[src/hw/rtl/dam_pkg.sv]
// Package: shared types, codes and helpers for the decimal accumulator machine.
package dam_pkg;

	localparam int MEM_WORDS_DEF = 100;
	localparam int WORD_W = 32;
	localparam int STEP_W = 16;
	localparam logic [STEP_W-1:0] MAX_STEPS_RST = 16'd100;

	typedef enum logic [1:0] {
		OP_LOAD = 2'd0,
		OP_EXEC = 2'd1,
		OP_RESTART = 2'd2,
		OP_NONE = 2'd3
	} op_t;

	typedef enum logic [2:0] {
		ST_RUN = 3'd0,
		ST_HALT = 3'd1,
		ST_DIV0 = 3'd2,
		ST_BADOP = 3'd3,
		ST_LIMIT = 3'd4,
		ST_OVER = 3'd5
	} status_t;

	localparam logic [6:0] OPC_READ = 7'd10;
	localparam logic [6:0] OPC_WRITE = 7'd11;
	localparam logic [6:0] OPC_LOAD = 7'd20;
	localparam logic [6:0] OPC_STORE = 7'd21;
	localparam logic [6:0] OPC_ADD = 7'd30;
	localparam logic [6:0] OPC_SUB = 7'd31;
	localparam logic [6:0] OPC_DIV = 7'd32;
	localparam logic [6:0] OPC_MUL = 7'd33;
	localparam logic [6:0] OPC_BR = 7'd40;
	localparam logic [6:0] OPC_BRNEG = 7'd41;
	localparam logic [6:0] OPC_BRZERO = 7'd42;
	localparam logic [6:0] OPC_HALT = 7'd43;

	typedef enum logic [3:0] {
		CS_IDLE,
		CS_FETCH,
		CS_DECODE,
		CS_SPLIT,
		CS_OPERAND,
		CS_EXEC,
		CS_DIV,
		CS_DIVFIX,
		CS_RESULT
	} cstate_t;

	// controller -> datapath
	typedef struct packed {
		logic latch_in;
		logic mem_load;
		logic restart;
		logic fetch;
		logic decode;
		logic split;
		logic operand;
		logic exec;
		logic div_start;
		logic div_step;
		logic div_done;
		logic out_load;
	} dp_cmd_t;

	// datapath -> controller
	typedef struct packed {
		logic stop_pre;
		logic is_div;
		logic div_last;
	} dp_sts_t;

endpackage

[src/hw/rtl/dam_ctrl.sv]
// Controller: sequences load, restart and instruction execution.
module dam_ctrl import dam_pkg::*; (
	input logic clk,
	input logic arst_n,
	input logic in_valid,
	input logic [1:0] in_op,
	output logic in_ready,
	output logic out_valid,
	input logic out_ready,
	input dp_sts_t sts,
	output dp_cmd_t cmd
);

	cstate_t state_q, state_d;
	logic [1:0] op_q;
	logic out_valid_q;

	always_ff @(posedge clk or negedge arst_n) begin
		if (!arst_n) begin
			state_q <= CS_IDLE;
			op_q <= OP_NONE;
			out_valid_q <= 1'b0;
		end else begin
			state_q <= state_d;
			if (in_valid && in_ready) op_q <= in_op;
			if (cmd.out_load) out_valid_q <= 1'b1;
			else if (out_ready) out_valid_q <= 1'b0;
		end
	end

	assign out_valid = out_valid_q;
	assign in_ready = (state_q == CS_IDLE);

	always_comb begin
		state_d = state_q;
		cmd = '0;
		unique case (state_q)
			CS_IDLE: begin
				if (in_valid) begin
					cmd.latch_in = 1'b1;
					state_d = (in_op == OP_EXEC) ? CS_FETCH : CS_EXEC;
				end
			end
			CS_FETCH: begin
				cmd.fetch = 1'b1;
				state_d = CS_DECODE;
			end
			CS_DECODE: begin
				cmd.decode = 1'b1;
				state_d = sts.stop_pre ? CS_RESULT : CS_SPLIT;
			end
			CS_SPLIT: begin
				cmd.split = 1'b1;
				state_d = CS_OPERAND;
			end
			CS_OPERAND: begin
				cmd.operand = 1'b1;
				state_d = CS_EXEC;
			end
			CS_EXEC: begin
				if (op_q == OP_EXEC && sts.is_div) begin
					cmd.div_start = 1'b1;
					state_d = CS_DIV;
				end else begin
					if (op_q == OP_LOAD) cmd.mem_load = 1'b1;
					else if (op_q == OP_RESTART) cmd.restart = 1'b1;
					else if (op_q == OP_EXEC) cmd.exec = 1'b1;
					state_d = CS_RESULT;
				end
			end
			CS_DIV: begin
				cmd.div_step = 1'b1;
				if (sts.div_last) state_d = CS_DIVFIX;
			end
			CS_DIVFIX: begin
				cmd.div_done = 1'b1;
				state_d = CS_RESULT;
			end
			CS_RESULT: begin
				if (!out_valid_q || out_ready) begin
					cmd.out_load = 1'b1;
					state_d = CS_IDLE;
				end
			end
			default: state_d = CS_IDLE;
		endcase
	end

`ifndef SYNTHESIS
	a_ready_idle: assert property (@(posedge clk) disable iff (!arst_n)
		in_ready |-> !cmd.exec && !cmd.div_step)
		else $error("busy datapath while ready");
	a_out_hold: assert property (@(posedge clk) disable iff (!arst_n)
		out_valid && !out_ready |=> out_valid)
		else $error("result dropped");
	a_accept_leaves: assert property (@(posedge clk) disable iff (!arst_n)
		in_valid && in_ready |=> !in_ready)
		else $error("accept did not start work");
`endif

endmodule

[config.mk]
export PLATFORM = sky130hd
export DESIGN_NAME = dam_ctrl
export DESIGN_NICKNAME = d
export VERILOG_FILES = /design/src/hw/rtl/dam_pkg.sv /design/src/hw/rtl/dam_ctrl.sv
export SDC_FILE = /design/constraint.sdc
export NUM_CORES = 1
export LEC_CHECK = 0
export BUFFER_PORTS_ARGS = -buffer_cell sky130_fd_sc_hd__buf_2
export CAP_MARGIN = 20
export CORE_AREA = 2 2 39 41
export DETAILED_ROUTE_END_ITERATION = 8
export DIE_AREA = 0 0 41 43
export PLACE_DENSITY = 0.7
export REMOVE_ABC_BUFFERS = 1
export SETUP_SLACK_MARGIN = 0.05
export SLEW_MARGIN = 0
export SYNTH_ARGS = -nofsm -noshare
export SYNTH_HDL_FRONTEND = slang
export SYNTH_SLANG_ARGS = --single-unit
export TNS_END_PERCENT = 20
[constraint.sdc]
create_clock -name clk -period 1.7 [get_ports clk]
set_input_delay 0.085 -clock clk [delete_from_list [all_inputs] [get_ports clk]]
set_output_delay 0.085 -clock clk [all_outputs]
set_load 0.1 [all_outputs]
==> results.md <==
* Status: finished, violations left
* Violations in the final reports: setup timing
* Setup skew after layout at around 1.2 ps
* Fin crit period at ~1800 ps
* Min-Delay Path Class: in -> reg
* Crit Path Max Fanout at 2
* Antenna Violating Nets Remaining at 0
* First-pass iteration count of the detailed router at 4
* Global-route usage over all layers at 0.192
* Via count of the first global-routing pass at about 500
* Port-buffer cells at 22
* Clock slew seen by the registers of the worst setup and hold paths at around 50 ps
* Clock latency on the worst-skew pair at approximately 250 ps
* DP Cell Count at between 90 and 100
* Number of antenna violations at the first check in global routing at 0
* Maximum level of the CTS H-tree at 1
* Total congestion overflow after global routing at 0
* Area of the die at between 1500 and 2000 um2
* Pin count of the biggest net entering global routing at 13
* Capturing element type of the critical path: output port
* DRC violations left at 0
* CTS tree: done
* Final wirelength at 1300 um
* Commonest non-fill, non-tap cell in the layout: sky130_fd_sc_hd__buf_2
* Via Count at ~530
* Placeable core region at 1380 um2
* Worst endpoint data arrival time at 1730 ps
* Cell at the root of the clock tree: sky130_fd_sc_hd__clkbuf_4
* Finished Core Util at 0.643
* CP Launch Type: register
* GPL Wtd Cong at approximately 0.74
* Required time at the worst-slack endpoint at approximately 1600 ps
* Global-route wire length before repair at around 2100 um
* Critical setup path kind: reg -> out
* Synthesized instance count at between 50 and 60
* Clock net sink count at 7
* Worst setup timing slack at the placement stage at -37.8 ps
* Final TNS setup at -383 ps
* Post-synthesis sequential area ratio at 0.379
* Pin slew with the least headroom to its limit at approximately 500 ps
* Number of buffers added by the clock tree synthesis step at 3
* Share of layout cells above drive strength 1 at 0.523
* Number of nets at the end of the flow at 98
* Count of max-cap constraint violations at 0
* Via-to-Cell Ratio at 5.12
* Total I/O pin count at 23
* Highest Clock Rate at between 500 and 600 MHz
* Layout fillers at 117
* Synthesis warning total at 0
* Max-slew headroom at 0.673
* Final setup violation count at 4
* Per-instance average area after synthesis at 8.23 um2
* Initial Utilization at 0.339
* Area Growth Syn to Fin at 89.6%
* WL per Instance at around 13 um
* # diodes at 0
* Final hold violation count at 0
* Setup slack of the critical path after layout at -119 ps
* DRC marker count from the first detailed-route iteration at 2
* Clock Path Buffers at 2
* Final Non-Filler Cells at approximately 100
* Overall die height at 43 um
* Setup repair after global routing missed its margin: true
* Floorplan die width at slightly above 40 um
* Row count at 14
* Commonest cells after routing, fill and taps aside: sky130_fd_sc_hd__buf_2 (10), sky130_fd_sc_hd__buf_12 (9), sky130_fd_sc_hd__buf_4 (8), sky130_fd_sc_hd__nand2_1 (6)
* Number of different library cells in the post-synthesis netlist at 23
* Final slew viol count at 0
* Post-detail-place hpwl at ~940 um
* Post-synthesis cell area at approximately 470 um2
* Final worst-path cycle share at 1.07
* Synth Register Bits at 7
## critical path, stage by stage (launching register included)
cell	delay (ps)
sky130_fd_sc_hd__dfrtp_1	380
sky130_fd_sc_hd__nand2b_4	150
sky130_fd_sc_hd__or3b_4	380
sky130_fd_sc_hd__nand2b_4	160
sky130_fd_sc_hd__nor3b_4	210
sky130_fd_sc_hd__buf_12	200
## cells in the mapped netlist
| cell | n | area (um2) |
|---|---|---|
| sky130_fd_sc_hd__nand2_1 | 6 | 22.5 |
| sky130_fd_sc_hd__nand2b_1 | 6 | 37.5 |
| sky130_fd_sc_hd__dfrtp_1 | 5 | 125 |
| sky130_fd_sc_hd__nor3_1 | 5 | 25.0 |
| sky130_fd_sc_hd__nor2_1 | 4 | 15.0 |
| sky130_fd_sc_hd__a21oi_1 | 3 | 15.0 |
| sky130_fd_sc_hd__clkbuf_1 | 3 | 11.3 |
| sky130_fd_sc_hd__inv_1 | 3 | 11.3 |
| sky130_fd_sc_hd__o21ai_0 | 3 | 15.0 |
| sky130_fd_sc_hd__dfstp_2 | 2 | 52.6 |
| sky130_fd_sc_hd__nand3_1 | 2 | 10.0 |
| sky130_fd_sc_hd__nand3b_1 | 2 | 15.0 |
| sky130_fd_sc_hd__nor3b_1 | 2 | 15.0 |
| sky130_fd_sc_hd__nor4_1 | 2 | 12.5 |
| sky130_fd_sc_hd__a2111oi_0 | 1 | 8.76 |
| sky130_fd_sc_hd__a211oi_2 | 1 | 12.5 |
| sky130_fd_sc_hd__buf_4 | 1 | 7.51 |
| sky130_fd_sc_hd__mux2_4 | 1 | 15.0 |
| sky130_fd_sc_hd__nor2b_1 | 1 | 6.26 |
| sky130_fd_sc_hd__nor4b_1 | 1 | 8.76 |
| sky130_fd_sc_hd__o21bai_1 | 1 | 7.51 |
| sky130_fd_sc_hd__o22a_1 | 1 | 8.76 |
| sky130_fd_sc_hd__or3b_4 | 1 | 11.3 |
## stage by stage
step           hold WS [ps]  instance area, um2
2_1_floorplan          -211                 450
3_3_place_gp          -73.7                 768
3_5_place_dp          -72.9                 768
4_1_cts                71.6                 872
5_1_grt                76.0                 890
6_report               69.0                 890
## what timing repair did
action	CTS	global route
endpoints found under the hold margin	7	0
buffers inserted	1	0
gates resized for setup	11	4
pin swaps	1	1
setup endpoints to repair	7	9
gates cloned	0	0
hold buffers	1	0
## cells by family after synthesis
family | synth area share
and+or+nand+nor | 0.381
muxes | 0.0320
AOI/OAI and AO/OA | 0.144
buffers and inverters | 0.0640
DFF | 0.379
## final cells by class
cell class / instances / area [um2] / area share
clock buffer: 4 / 26.3 / 0.0295
sequential: 7 / 178 / 0.200
timing repair buffer: 31 / 327 / 0.367
multi-input combinational: 43 / 328 / 0.368
inverter: 3 / 11.3 / 0.0127
tap: 16 / 20.0 / 0.0225
## sequential cells by signal, indices dropped and copies added (netlist names)
signal     cells
op_q           2
state_q        4
out_valid      1
## final timing paths
path | start | depth (start not counted) | endpoint | slack [ps]
worst max-delay path | state_q[3]$_DFFE_PN0P_ | 5 | cmd[4] | -120
min in group asynchronous | arst_n | 2 | state_q[3]$_DFFE_PN0P_ | 190
worst min-delay path | in_op[1] | 3 | op_q[1]$_DFFE_PN1P_ | 70
max in group asynchronous | arst_n | 2 | op_q[1]$_DFFE_PN1P_ | 1280
worst max register to register | state_q[3]$_DFFE_PN0P_ | 5 | state_q[2]$_DFFE_PN0P_ | 150
worst min register to register | op_q[1]$_DFFE_PN1P_ | 2 | op_q[1]$_DFFE_PN1P_ | 530
## metal layers
layer	share of wire	global-route usage
met1	0.37	0.208
met2	0.53	0.294
met3	0.069	0.0628
met4	0.029	0.140
met5	0	0
Power is not shown: default switching activity piles up to over one toggle a cycle in this logic, so the estimate is an artifact.
